**src/design/ffra_pkg.sv**
```systemverilog
// ----------------------------------------------------------------------------
// First-fit region allocator package
// Shared sizes, status codes, header rounding and the control/status
// bundles that join the controller and the datapath.
// ----------------------------------------------------------------------------
package ffra_pkg;

  // Table sizes and header sizes.
  localparam int MAX_EXTENTS         = 16;
  localparam int MAX_BLOCKS          = 16;
  localparam int BLOCK_HEADER_BYTES  = 24;
  localparam int REGION_HEADER_BYTES = 16;

  // Derived widths: a count holds 0..MAX_EXTENTS, an index addresses one entry.
  localparam int CNT_W  = $clog2(MAX_EXTENTS + 1);
  localparam int EIDX_W = $clog2(MAX_EXTENTS);
  localparam int BIDX_W = $clog2(MAX_BLOCKS);
  localparam int SZ_W   = 34;

  // Result status codes.
  localparam logic [1:0] ST_OK      = 2'd0;
  localparam logic [1:0] ST_NO_FIT  = 2'd1;
  localparam logic [1:0] ST_UNKNOWN = 2'd2;
  localparam logic [1:0] ST_FULL    = 2'd3;

  // Register indexes on the configuration port.
  localparam logic CFG_REGION_SIZE = 1'b0;
  localparam logic CFG_ALIGN_MASK  = 1'b1;

  // Commands from the controller to the datapath.
  typedef struct packed {
    logic       load;
    logic       idx_inc;
    logic       idx_dec;
    logic       rd_prev;
    logic       alloc_take;
    logic       shift_left;
    logic       count_dec;
    logic       blk_take;
    logic       prev_take;
    logic       merge_left;
    logic       merge_mid;
    logic       merge_right;
    logic       shift_start;
    logic       shift_right;
    logic       insert;
    logic       set_status;
    logic [1:0] code;
    logic       publish;
  } cmd_t;

  // Status flags from the datapath to the controller.
  typedef struct packed {
    logic idx_lt_count;
    logic fit;
    logic small_rest;
    logic slot_free;
    logic blk_hit;
    logic idx_last_blk;
    logic start_le_s;
    logic idx_nz;
    logic left_adj;
    logic right_adj;
    logic mid_adj;
    logic table_full;
    logic idx_gt_pos;
  } sts_t;

  // Round a header size up with the alignment mask.
  function automatic logic [16:0] round_hdr(input logic [6:0] hdr, input logic [15:0] mask);
    logic [16:0] t;
    t = 17'(hdr) + 17'(mask);
    return t & ~{1'b0, mask};
  endfunction

endpackage

```
**src/design/first_fit_region_allocator.sv**
```systemverilog
// ----------------------------------------------------------------------------
// First-fit region allocator
// Keeps an address-ordered table of free extents over a byte region and
// serves allocate and free requests with splitting and coalescing.
// ----------------------------------------------------------------------------
// Usage:
// Requests come in on the in channel (func, request_size, block_address) as
// one beat each; every request gives exactly one beat on the out channel
// (status, address, free_extents). One request is in work at a time.
// An allocate scans the extents in first-fit order, moves the later entries
// down when a used-up extent leaves the table, then decides and loads the
// output register. The scan stops where the moves begin, so the two
// together stay within the table depth.
// A free first searches the block table for the block, then scans the
// extents for its place and moves entries when an extent is inserted or two
// are joined, which again add up to at most the table depth. The next
// request beat can be taken in the cycle after the result is loaded.
// The result sits in an output register; while the receiver stalls, the next
// request is still accepted and worked on, and its result waits until the
// register is free. Reset and every configuration write rebuild the tables
// at once (one extent after the region header, or none) and free all blocks.
// ----------------------------------------------------------------------------
module first_fit_region_allocator (
  input  logic        clk,
  input  logic        rst,
  input  logic        cfg_write,
  input  logic        cfg_index,
  input  logic [31:0] cfg_data,
  input  logic        in_valid,
  output logic        in_ready,
  input  logic        func,
  input  logic [31:0] request_size,
  input  logic [31:0] block_address,
  output logic        out_valid,
  input  logic        out_ready,
  output logic [1:0]  status,
  output logic [31:0] address,
  output logic [4:0]  free_extents
);
  import ffra_pkg::*;

  cmd_t cmd;
  sts_t sts;

  // Sequencer.
  ffra_controller u_ctrl (
    .clk       (clk),
    .rst       (rst),
    .in_valid  (in_valid),
    .in_ready  (in_ready),
    .func      (func),
    .out_valid (out_valid),
    .out_ready (out_ready),
    .sts       (sts),
    .cmd       (cmd)
  );

  // Tables and arithmetic.
  ffra_datapath u_dp (
    .clk           (clk),
    .rst           (rst),
    .cfg_write     (cfg_write),
    .cfg_index     (cfg_index),
    .cfg_data      (cfg_data),
    .request_size  (request_size),
    .block_address (block_address),
    .cmd           (cmd),
    .sts           (sts),
    .status        (status),
    .address       (address),
    .free_extents  (free_extents)
  );

endmodule

```
**src/design/ffra_datapath.sv**
```systemverilog
// ----------------------------------------------------------------------------
// First-fit region allocator datapath
// Holds the registers, the extent and block tables, the scan index and the
// compare logic; acts on commands from the controller.
// ----------------------------------------------------------------------------
module ffra_datapath (
  input  logic               clk,
  input  logic               rst,
  input  logic               cfg_write,
  input  logic               cfg_index,
  input  logic [31:0]        cfg_data,
  input  logic [31:0]        request_size,
  input  logic [31:0]        block_address,
  input  ffra_pkg::cmd_t     cmd,
  output ffra_pkg::sts_t     sts,
  output logic [1:0]         status,
  output logic [31:0]        address,
  output logic [4:0]         free_extents
);
  import ffra_pkg::*;

  // Configuration registers.
  logic [31:0] region_size;
  logic [15:0] round_mask;

  // Free extents and allocated blocks.
  logic [31:0]           ext_start [MAX_EXTENTS];
  logic [31:0]           ext_len   [MAX_EXTENTS];
  logic [CNT_W-1:0]      ext_count;
  logic [31:0]           blk_start [MAX_BLOCKS];
  logic [31:0]           blk_len   [MAX_BLOCKS];
  logic [MAX_BLOCKS-1:0] blk_valid;

  // Working registers of one request.
  logic [SZ_W-1:0]   sz;
  logic [31:0]       baddr;
  logic [CNT_W-1:0]  idx;
  logic [CNT_W-1:0]  pos;
  logic [31:0]       s_q;
  logic [31:0]       blen_q;
  logic [BIDX_W-1:0] found_q;
  logic [31:0]       prev_start;
  logic [31:0]       prev_len;
  logic [1:0]        res_status;
  logic [31:0]       res_addr;

  logic [CNT_W-1:0]  idx_m1;
  logic [EIDX_W-1:0] rd_addr;
  logic [EIDX_W-1:0] wr_m1;
  logic [31:0]       rd_start;
  logic [31:0]       rd_len;
  logic [BIDX_W-1:0] slot;
  logic              slot_found;
  logic [SZ_W-1:0]   sz_calc;
  logic [SZ_W-1:0]   sz_sum;
  logic [31:0]       merged_len;
  logic [31:0]       new_region;
  logic [15:0]       new_mask;
  logic [16:0]       hs;
  logic [16:0]       bs;

  // Extent read port: the current entry, or the one below it while shifting up.
  assign idx_m1   = idx - CNT_W'(1);
  assign wr_m1    = idx_m1[EIDX_W-1:0];
  assign rd_addr  = cmd.rd_prev ? wr_m1 : idx[EIDX_W-1:0];
  assign rd_start = ext_start[rd_addr];
  assign rd_len   = ext_len[rd_addr];

  // Block size: request plus header, rounded, never below one header.
  always_comb begin
    sz_sum  = SZ_W'(request_size) + SZ_W'(BLOCK_HEADER_BYTES) + SZ_W'(round_mask);
    sz_calc = sz_sum & ~SZ_W'(round_mask);
    if (sz_calc < SZ_W'(BLOCK_HEADER_BYTES)) begin
      sz_calc = SZ_W'(BLOCK_HEADER_BYTES);
    end
  end

  // First free block slot.
  always_comb begin
    slot       = '0;
    slot_found = 1'b0;
    for (int i = MAX_BLOCKS - 1; i >= 0; i--) begin
      if (!blk_valid[i]) begin
        slot       = BIDX_W'(i);
        slot_found = 1'b1;
      end
    end
  end

  // Table setup values for a configuration write.
  assign new_region = (cfg_index == CFG_REGION_SIZE) ? cfg_data : region_size;
  assign new_mask   = (cfg_index == CFG_ALIGN_MASK) ? cfg_data[15:0] : round_mask;
  assign hs         = round_hdr(7'(REGION_HEADER_BYTES), new_mask);
  assign bs         = round_hdr(7'(BLOCK_HEADER_BYTES), new_mask);

  assign merged_len = prev_len + blen_q;

  // Status flags for the controller.
  always_comb begin
    sts.idx_lt_count = idx < ext_count;
    sts.fit          = SZ_W'(rd_len) >= sz;
    sts.small_rest   = (SZ_W + 1)'(rd_len) < (SZ_W + 1)'(sz) + (SZ_W + 1)'(BLOCK_HEADER_BYTES);
    sts.slot_free    = slot_found;
    sts.blk_hit      = blk_valid[idx[BIDX_W-1:0]] &&
                       (33'(blk_start[idx[BIDX_W-1:0]]) + 33'(BLOCK_HEADER_BYTES) ==
                        33'(baddr));
    sts.idx_last_blk = idx[BIDX_W-1:0] == BIDX_W'(MAX_BLOCKS - 1);
    sts.start_le_s   = rd_start <= s_q;
    sts.idx_nz       = idx != '0;
    sts.left_adj     = 33'(prev_start) + 33'(prev_len) == 33'(s_q);
    sts.right_adj    = 33'(s_q) + 33'(blen_q) == 33'(rd_start);
    sts.mid_adj      = 33'(prev_start) + 33'(prev_len) == 33'(rd_start);
    sts.table_full   = ext_count >= CNT_W'(MAX_EXTENTS);
    sts.idx_gt_pos   = idx > pos;
  end

  // Configuration, table setup and the request datapath.
  always_ff @(posedge clk) begin
    if (rst) begin
      region_size <= '0;
      round_mask  <= '0;
      ext_count   <= '0;
      blk_valid   <= '0;
    end else if (cfg_write) begin
      region_size <= new_region;
      round_mask  <= new_mask;
      blk_valid   <= '0;
      if (33'(new_region) < 33'(hs) + 33'(bs)) begin
        ext_count <= '0;
      end else begin
        ext_count    <= CNT_W'(1);
        ext_start[0] <= 32'(hs);
        ext_len[0]   <= new_region - 32'(hs);
      end
    end else begin
      if (cmd.load) begin
        sz         <= sz_calc;
        baddr      <= block_address;
        idx        <= '0;
        res_status <= ST_OK;
        res_addr   <= '0;
      end
      if (cmd.idx_inc) begin
        idx <= idx + CNT_W'(1);
      end
      if (cmd.idx_dec) begin
        idx <= idx_m1;
      end
      if (cmd.set_status) begin
        res_status <= cmd.code;
      end

      // Allocate from the hit extent, whole or split.
      if (cmd.alloc_take) begin
        blk_start[slot] <= rd_start;
        blk_valid[slot] <= 1'b1;
        res_addr        <= rd_start + 32'(BLOCK_HEADER_BYTES);
        if (sts.small_rest) begin
          blk_len[slot] <= rd_len;
        end else begin
          blk_len[slot]      <= sz[31:0];
          ext_start[rd_addr] <= rd_start + sz[31:0];
          ext_len[rd_addr]   <= rd_len - sz[31:0];
        end
      end

      // Table moves and merges; at most one of them in a cycle.
      if (cmd.shift_left) begin
        ext_start[wr_m1] <= rd_start;
        ext_len[wr_m1]   <= rd_len;
      end
      if (cmd.merge_left) begin
        ext_len[wr_m1] <= merged_len;
        prev_len       <= merged_len;
        blk_valid[found_q] <= 1'b0;
      end
      if (cmd.merge_mid) begin
        ext_len[wr_m1] <= prev_len + rd_len;
      end
      if (cmd.merge_right) begin
        ext_start[rd_addr] <= s_q;
        ext_len[rd_addr]   <= rd_len + blen_q;
        blk_valid[found_q] <= 1'b0;
      end
      if (cmd.shift_right) begin
        ext_start[idx[EIDX_W-1:0]] <= rd_start;
        ext_len[idx[EIDX_W-1:0]]   <= rd_len;
      end
      if (cmd.insert) begin
        ext_start[idx[EIDX_W-1:0]] <= s_q;
        ext_len[idx[EIDX_W-1:0]]   <= blen_q;
        ext_count          <= ext_count + CNT_W'(1);
        blk_valid[found_q] <= 1'b0;
      end
      if (cmd.count_dec) begin
        ext_count <= ext_count - CNT_W'(1);
      end

      // Free: capture the found block, then the left neighbour while scanning.
      if (cmd.blk_take) begin
        s_q     <= blk_start[idx[BIDX_W-1:0]];
        blen_q  <= blk_len[idx[BIDX_W-1:0]];
        found_q <= idx[BIDX_W-1:0];
        idx     <= '0;
      end
      if (cmd.prev_take) begin
        prev_start <= rd_start;
        prev_len   <= rd_len;
      end
      if (cmd.shift_start) begin
        pos <= idx;
        idx <= ext_count;
      end
    end
  end

  // Output register.
  always_ff @(posedge clk) begin
    if (cmd.publish) begin
      status       <= res_status;
      address      <= res_addr;
      free_extents <= 5'(ext_count);
    end
  end

endmodule

```
**src/design/ffra_controller.sv**
```systemverilog
// ----------------------------------------------------------------------------
// First-fit region allocator controller
// Sequences the scans, shifts and merges of one request and drives the
// input and output handshakes.
// ----------------------------------------------------------------------------
module ffra_controller (
  input  logic           clk,
  input  logic           rst,
  input  logic           in_valid,
  output logic           in_ready,
  input  logic           func,
  output logic           out_valid,
  input  logic           out_ready,
  input  ffra_pkg::sts_t sts,
  output ffra_pkg::cmd_t cmd
);
  import ffra_pkg::*;

  localparam logic [2:0] S_IDLE    = 3'd0;
  localparam logic [2:0] S_A_SCAN  = 3'd1;
  localparam logic [2:0] S_DROP    = 3'd2;
  localparam logic [2:0] S_F_SCAN  = 3'd3;
  localparam logic [2:0] S_F_POS   = 3'd4;
  localparam logic [2:0] S_F_MERGE = 3'd5;
  localparam logic [2:0] S_F_SHIFT = 3'd6;
  localparam logic [2:0] S_OUT     = 3'd7;

  logic [2:0] state;
  logic [2:0] state_next;

  assign in_ready = state == S_IDLE;

  // Next state and commands.
  always_comb begin
    state_next = state;
    cmd        = '0;
    unique case (state)
      S_IDLE: begin
        if (in_valid) begin
          cmd.load   = 1'b1;
          state_next = func ? S_F_SCAN : S_A_SCAN;
        end
      end
      S_A_SCAN: begin
        if (sts.idx_lt_count && !sts.fit) begin
          cmd.idx_inc = 1'b1;
        end else if (!sts.idx_lt_count) begin
          cmd.set_status = 1'b1;
          cmd.code       = ST_NO_FIT;
          state_next     = S_OUT;
        end else if (!sts.slot_free) begin
          cmd.set_status = 1'b1;
          cmd.code       = ST_FULL;
          state_next     = S_OUT;
        end else begin
          cmd.alloc_take = 1'b1;
          if (sts.small_rest) begin
            cmd.idx_inc = 1'b1;
            state_next  = S_DROP;
          end else begin
            state_next = S_OUT;
          end
        end
      end
      S_DROP: begin
        if (sts.idx_lt_count) begin
          cmd.shift_left = 1'b1;
          cmd.idx_inc    = 1'b1;
        end else begin
          cmd.count_dec = 1'b1;
          state_next    = S_OUT;
        end
      end
      S_F_SCAN: begin
        if (sts.blk_hit) begin
          cmd.blk_take = 1'b1;
          state_next   = S_F_POS;
        end else if (sts.idx_last_blk) begin
          cmd.set_status = 1'b1;
          cmd.code       = ST_UNKNOWN;
          state_next     = S_OUT;
        end else begin
          cmd.idx_inc = 1'b1;
        end
      end
      S_F_POS: begin
        if (sts.idx_lt_count && sts.start_le_s) begin
          cmd.prev_take = 1'b1;
          cmd.idx_inc   = 1'b1;
        end else if (sts.idx_nz && sts.left_adj) begin
          cmd.merge_left = 1'b1;
          state_next     = S_F_MERGE;
        end else if (sts.idx_lt_count && sts.right_adj) begin
          cmd.merge_right = 1'b1;
          state_next      = S_OUT;
        end else if (sts.table_full) begin
          cmd.set_status = 1'b1;
          cmd.code       = ST_FULL;
          state_next     = S_OUT;
        end else begin
          cmd.shift_start = 1'b1;
          state_next      = S_F_SHIFT;
        end
      end
      S_F_MERGE: begin
        if (sts.idx_lt_count && sts.mid_adj) begin
          cmd.merge_mid = 1'b1;
          cmd.idx_inc   = 1'b1;
          state_next    = S_DROP;
        end else begin
          state_next = S_OUT;
        end
      end
      S_F_SHIFT: begin
        cmd.rd_prev = 1'b1;
        if (sts.idx_gt_pos) begin
          cmd.shift_right = 1'b1;
          cmd.idx_dec     = 1'b1;
        end else begin
          cmd.insert = 1'b1;
          state_next = S_OUT;
        end
      end
      S_OUT: begin
        if (!out_valid || out_ready) begin
          cmd.publish = 1'b1;
          state_next  = S_IDLE;
        end
      end
      default: state_next = S_IDLE;
    endcase
  end

  // State and output valid.
  always_ff @(posedge clk) begin
    if (rst) begin
      state     <= S_IDLE;
      out_valid <= 1'b0;
    end else begin
      state <= state_next;
      if (cmd.publish) begin
        out_valid <= 1'b1;
      end else if (out_ready) begin
        out_valid <= 1'b0;
      end
    end
  end

endmodule

```
**config.mk**
```make
export PLATFORM = sky130hd
export DESIGN_NAME = first_fit_region_allocator
export DESIGN_NICKNAME = d
export VERILOG_FILES = /design/src/design/ffra_pkg.sv /design/src/design/first_fit_region_allocator.sv /design/src/design/ffra_datapath.sv /design/src/design/ffra_controller.sv
export SDC_FILE = /design/constraint.sdc
export NUM_CORES = 2
export LEC_CHECK = 0
export BUFFER_PORTS_ARGS = -buffer_cell sky130_fd_sc_hd__buf_2
export CAP_MARGIN = 20
export CORE_UTILIZATION = 43
export DETAILED_ROUTE_END_ITERATION = 7
export GPL_TIMING_DRIVEN = 0
export PLACE_DENSITY = 0.58
export SLEW_MARGIN = 30
export SYNTH_ARGS = -nofsm -noshare
export SYNTH_HDL_FRONTEND = slang
export SYNTH_SLANG_ARGS = --single-unit
```
**constraint.sdc**
```tcl
create_clock -name clk -period 17.55 [get_ports clk]
set_clock_uncertainty 0.15 [all_clocks]
set_input_delay 3.51 -clock clk [delete_from_list [all_inputs] [get_ports clk]]
set_output_delay 3.51 -clock clk [all_outputs]
set_load 0.01 [all_outputs]
```
Word level (Yosys, flattened, before mapping)
Memories as Yosys holds them, arrays and structs flattened. A register that Yosys moved wholly into a read port is not among the register bits.
Cells that the tools add are included.
- add/subtract/negate cells: 20
- $lt $le $gt $ge: 13
- eq/ne operators: 19
- muxes and demuxes: 198
- bitwise logic cells: 19
- reductions and logical operators: 35
- operators by type and width (kind ; count):
    two-way mux 32 bit ; 18
    OR reduction 32 bit ; 6
    two-way mux 16 bit ; 11
    == test 33 x 32 -> 1 bit ; 4
    adder 32 bit ; 4
    two-way mux 1 bit ; 99
    two-way mux 4 bit ; 24
    adder 32 x 32 -> 33 bit ; 2
    adder 32 x 5 -> 33 bit (second input constant) ; 2
    two-way mux 3 bit ; 22
    AND 16 bit ; 3
    two-way mux 5 bit ; 8
    adder 34 x 5 -> 35 bit (second input constant) ; 1
    less-than comparator 32 x 35 -> 1 bit ; 1
    adder 34 x 16 -> 34 bit ; 1
    adder 5 x 16 -> 17 bit (first input constant) ; 2
    AND 17 bit ; 2
    AND 34 bit ; 1
    greater-or-equal comparator 32 x 34 -> 1 bit ; 1
    less-than comparator 34 x 5 -> 1 bit (second input constant) ; 1
    inverter 16 -> 34 bit ; 1
    less-than comparator 32 x 33 -> 1 bit ; 1
    adder 32 x 5 -> 32 bit (second input constant) ; 1
    <= comparator 32 bit ; 1
    38 further kinds ; 87
- register bits after elaboration: 322
- memory bits (writable): 2048
- input bits: 103
- output and inout port bits: 41
- logic and storage cells: 327
- memories: 4
- memories (memory ; depth ; width ; read ports ; clocked after memory_dff ; wr ports ; line ; source):
    u_dp.blk_len ; 16 ; 32 ; 1 ; 1 ; 1 ; ffra_datapath.sv:31 ; logic [31:0] blk_len [MAX_BLOCKS];
    u_dp.blk_start ; 16 ; 32 ; 1 ; 1 ; 1 ; ffra_datapath.sv:30 ; logic [31:0] blk_start [MAX_BLOCKS];
    u_dp.ext_len ; 16 ; 32 ; 1 ; 0 ; 1 ; ffra_datapath.sv:28 ; logic [31:0] ext_len [MAX_EXTENTS];
    u_dp.ext_start ; 16 ; 32 ; 1 ; 0 ; 1 ; ffra_datapath.sv:27 ; logic [31:0] ext_start [MAX_EXTENTS];

Depth between registers and ports, before layout
- depth in word-level cells: 34
- depth in mapped cells: 52
- gate-level depth less buffers: 41

By module
From an unflattened synthesis, not the netlist that was laid out.
- cell total of the unflattened synthesis: 11056
- area, all modules: 132460.8 µm²
- modules (own cells, without submodules) (module ; instances ; cells each ; area each (µm²) ; seq. area each (µm²)):
    ffra_datapath ; 1 ; 10961 ; 131807.7 ; 71368.4
    ffra_controller ; 1 ; 95 ; 653.1 ; 80.1

Least setup slack after synthesis
OpenSTA, ideal clock, no wires.
- path type: flip-flop to flip-flop
- start point: register u_dp.idx[0]
- end point: memory u_dp.ext_len[0][31] (data pin)
- setup time: 0.340 ns
- data arrival time: 11.455 ns
- required time: 17.060 ns
- setup slack: 5.605 ns
- cell stages (with the launch flop): 47
- buffers on the path: 12
- period minus slack after synthesis: 11.945 ns
- cell sequence: edfxtp_1 > buf_4 > inv_1 > buf_2 > buf_1 > buf_2 > buf_1 > ha_1 > buf_2 > clkbuf_1 > clkbuf_1 > clkbuf_1 > mux4_2 > nand2_1 > a21oi_1 > or4_1 > clkbuf_1 > ha_1 > [11 not listed] > buf_2 > buf_1 > a21o_1 > ha_1 > a21oi_1 > o211ai_1 > o41ai_1 > o21ai_0 > a221o_1 > a41o_1 > o41a_1 > a221oi_1 > a21boi_0 > a211oi_1 > xnor2_1 > xnor2_1 > a221oi_1 > a211oi_1
- cells in the longest elaborated chain, start to end: 18
- elaborated cells between the ends (all ways): 81
- those cells by class: 4 x add/sub; 5 x order compare; 2 x eq/ne; 54 x mux; 4 x bitwise; 10 x reduce/logical; 2 x memory
- ends and longest elaborated chain (item ; line ; source):
    start: declaration ; ffra_datapath.sv:37 ; logic [CNT_W-1:0] idx;
    start signal: assignment ; ffra_datapath.sv:144 ; idx <= idx + CNT_W'(1);
    start signal: assignment ; ffra_datapath.sv:147 ; idx <= idx_m1;
    start signal: assignment ; ffra_datapath.sv:212 ; idx <= ext_count;
    subtractor 5 x 1 -> 5 bit ; ffra_datapath.sv:63 ; assign idx_m1 = idx - CNT_W'(1);
    two-way mux 4 bit * ; ffra_datapath.sv:65 ; assign rd_addr = cmd.rd_prev ? wr_m1 : idx[EIDX_W-1:0];
    memory (16 x 32 bit) * ; n/a ;
    named net u_dp.rd_start[17] ; ffra_datapath.sv:50 ; logic [31:0] rd_start;
    parallel branches: the longest is 13 deep, another holds <= comparator 32 bit ; n/a ;
    two-way mux 32 bit (no source line) * (2 in series) ; n/a ;
    end: declaration ; ffra_datapath.sv:28 ;
Mark *: on every way through the listed nets, which the timed path passes.

Final worst setup path
- start point: register u_dp.idx[0]
- end point: memory u_dp.ext_len[11][31] (data pin)
Same word-level chain as after synthesis.

==> impl_metrics.toml <==
[critical_path]
rr_worst_depth = 50
path_class = "reg2reg"
path_max_fanout = 23
required_ns = 18.04
slowest_delay_ns = 0.62
worstReg2RegEnd = "u_dp.ext_len[11][31]"
reg2reg_from = "u_dp.idx[0]"
crit_path_frequent_cell = "buf_2"
endpoint_kind = "flop"
slowest_stage = "o21ai_0"
ff2ff_setup_slack_ns = 0.18
crit_arrival_ns = 17.85
startpoint_type = "flop"

[logic_synthesis]
synth-seq-area-share_pct = 61.2
synthAdderAreaFrac_pct = 3.96
synth_edf_count = 2329
synth_cells = 8498
syn_nets = 8966
synth_ff_type = "edfxtp_1"
synth_xor_xnor_area_share_pct = 3.38
ys_seq_elements = 2406
async_flop_share_pct = 0
synth_top_family_by_area = "compound AO/OA/AOI/OAI gates"
yosysUniqueCellTypes = 114
synth_warnings = 0
synth_area_per_cell_um2 = 13.7
synth.area.mux_share_pct = 9.54
synth_compound_area_share_pct = 10.6
synth_area_um2 = 117000
yosys.area_share.simple_pct = 8.99

[power]
peakVddDrop_mv = 0.0752
powerDensity_nw_per_um2 = 140
fin_total_pwr_w = 0.0193
leakagePower_nw = 47.2

[timing]
fmax_ghz = 0.0576
slew_headroom_pct = 22.8
hold_viol = 0
min_period_ns = 17.37
finalWorstSetupSlack_ns = 0.182
drv_slew = 0
grt_setup_unrepaired = "no"
setup-violations-final = 0
final.period_utilization_pct = 99.0
tightestPinTransition_ns = 1.16

[worst_hold_path]
hold_class = "reg2reg"
min-delay-start = "u_dp.res_addr[5]"
holdPathStages = 0
whs_endpoint = "u_dp.address[5]"

[placed_design]
pre_cts_slack_ns = -0.0662
gp_congestion = 1.01
dp_hpwl_mm = 335
dp.cells = 12500
io_buffers = 139
post_dp_cell_area_um2 = 129000

[die]
die-area_um2 = 274000
fp.dieH_um = 523
initial_core_util_pct = 43.4
die_w_um = 523
io_pins = 144
core_um2 = 269000
rows = 190

[cts]
h-tree-depth = 5
clk_pin_slew_ns = 0.06
cts_tree = "built"
cts_root_buf = "clkbuf_16"
clock_path_buffers = 4
clk_latency_ns = 0.94
cts_buffers = 266
clock_sinks = 2406
cts-hold-fix-buffers = 0

[run_status]
outcome = "finished, final reports clean"

[layout]
drive_gt1_share_pct = 18.2
num-nets-final = 9695
stdcell_area_um2 = 138000
fin_util_pct = 51.1
mostFrequentLayoutCells = "edfxtp_1 (2,329), nand2_1 (653), nor2_1 (404)"
n_fill_cell = 22600
multi_input_area_um2 = 44200
fin_cells = 13000
layout_commonest_cell = "edfxtp_1"
syn2layout_area_growth_pct = 17.7
ff_latch_area_um2 = 71500

[drt]
drt_iter0_markers = 11200
drt_wl_total_mm = 445
routed_via_density = 6.36
drcViolationCount = 0
wire_per_inst_um = 34.3
drtPass1Iterations = 8
vias = 82700
postRouteAntennaNets = 0

[global_route]
first_global_vias = 78800
grt_max_degree = 33
grt_pass1_wl_mm = 615
antenna_found_initial = 48
grt_usage_pct = 32.2
overflow = 0

[flow_run]
max_cap_viol_count = 0
[cells by family after synthesis]
| kind of cell | after synthesis |
|---|---|
| adder cells (fa/ha/maj) | 365 |
| multiplexers | 679 |
| AND/OR/NAND/NOR | 2128 |
| other | 1 |
| AO/OA/AOI/OAI | 1820 |
| flip-flops | 2406 |
| XOR/XNOR | 430 |
| buffers and inverters | 669 |
[registers in the layout (all words and copies together) (netlist names), 16 cells and up, named ones only]
| register | flops |
|---|---|
| u_dp.ext_start | 512 |
| u_dp.blk_len | 512 |
| u_dp.address | 32 |
| u_dp.prev_len | 32 |
| u_dp.s_q | 32 |
| u_dp.blk_start | 512 |
| u_dp.sz | 34 |
| u_dp.blen_q | 32 |
| u_dp.baddr | 32 |
| u_dp.ext_len | 512 |
| u_dp.prev_start | 32 |
| u_dp.blk_valid | 16 |
| u_dp.region_size | 32 |
| u_dp.res_addr | 32 |
[worst max path at each step]
stage	startpoint	to	slack, ns	depth (start not counted)
2_1_floorplan	u_dp.idx[0]	u_dp.ext_len[0][31]	5.60	46
3_3_place_gp	u_dp.idx[0]	u_dp.ext_len[1][31]	-3.58	43
3_5_place_dp	u_dp.idx[0]	u_dp.ext_len[0][31]	-0.07	49
4_1_cts	u_dp.idx[0]	u_dp.ext_len[11][31]	0.04	49
5_1_grt	u_dp.idx[0]	u_dp.ext_len[11][31]	0.04	50
6_report	u_dp.idx[0]	u_dp.ext_len[11][31]	0.18	50
[final cells by class]
type | instances | share of cell area (%)
multi-input combinational | 5423 | 32.1
tap | 3552 | 3.23
clock inverter | 152 | 1.23
timing repair buffer | 462 | 4.32
buffer | 424 | 1.33
sequential | 2406 | 52.0
inverter | 244 | 0.671
clock buffer | 321 | 5.09
antenna | 16 | 0.0291
[worst max-delay path: cells and delay by family (launching register included)]
kind                     cells  cell delay, ns
AO/OA/AOI/OAI               22            7.02
XOR/XNOR                     2            0.38
adder cells (fa/ha/maj)      3            0.94
buffers and inverters       15            5.81
flip-flops                   1            0.57
AND/OR/NAND/NOR              8            2.14
[routing by layer]
metal,track usage (%),up-vias,wire length [µm]
met2,49.0,4615,198000
met4,14.0,22,21500
li1,-,35000,-
met5,0,-,145
met1,45.3,42300,185000
met3,5.57,829,41600
[repair_timing]
item / CTS / global route
buffers inserted: 0 / 3
gates resized for setup: 2 / 3
endpoints found under the setup margin: 14 / 64
cloned: 0 / 0
hold endpoints to repair: 0 / 0
pin swaps: 0 / 0
[stage by stage]
stage / TNS, ns / hold WS (ns)
after floorplan: 0 / 0.250
after global placement: -2426.61 / 0.258
after detailed placement: -0.923 / 0.257
after CTS: 0 / 0.273
after global routing: 0 / 0.276
final: 0 / 0.270
[cells in the mapped netlist, types with 105 or more instances]
master       n  share of area (%)
nand2_1    653                2.1
ha_1       357                3.8
clkbuf_1   241               0.77
xnor2_1    287                2.2
o22ai_1    164               0.88
nor3_1     173               0.74
mux2i_1    290                2.5
xor2_1     129               0.97
nor2_1     458                1.5
nand3_1    147               0.63
o21ai_0    298                1.3
inv_1      242               0.78
a21oi_1    390                1.7
and2_1     105               0.56
edfxtp_1  2329                 60
mux4_2     343                6.6
a211oi_1   119               0.76
a21o_1     125               0.80
[power by group]
part	switching (W)	leakage, nW	internal [W]	total, W
registers	0.0000759	21.9	0.00693	0.00701
clock network	0.00238	4.21	0.00326	0.00564
logic	0.00449	21.1	0.00212	0.00661
(Power assumes the default switching activity.)
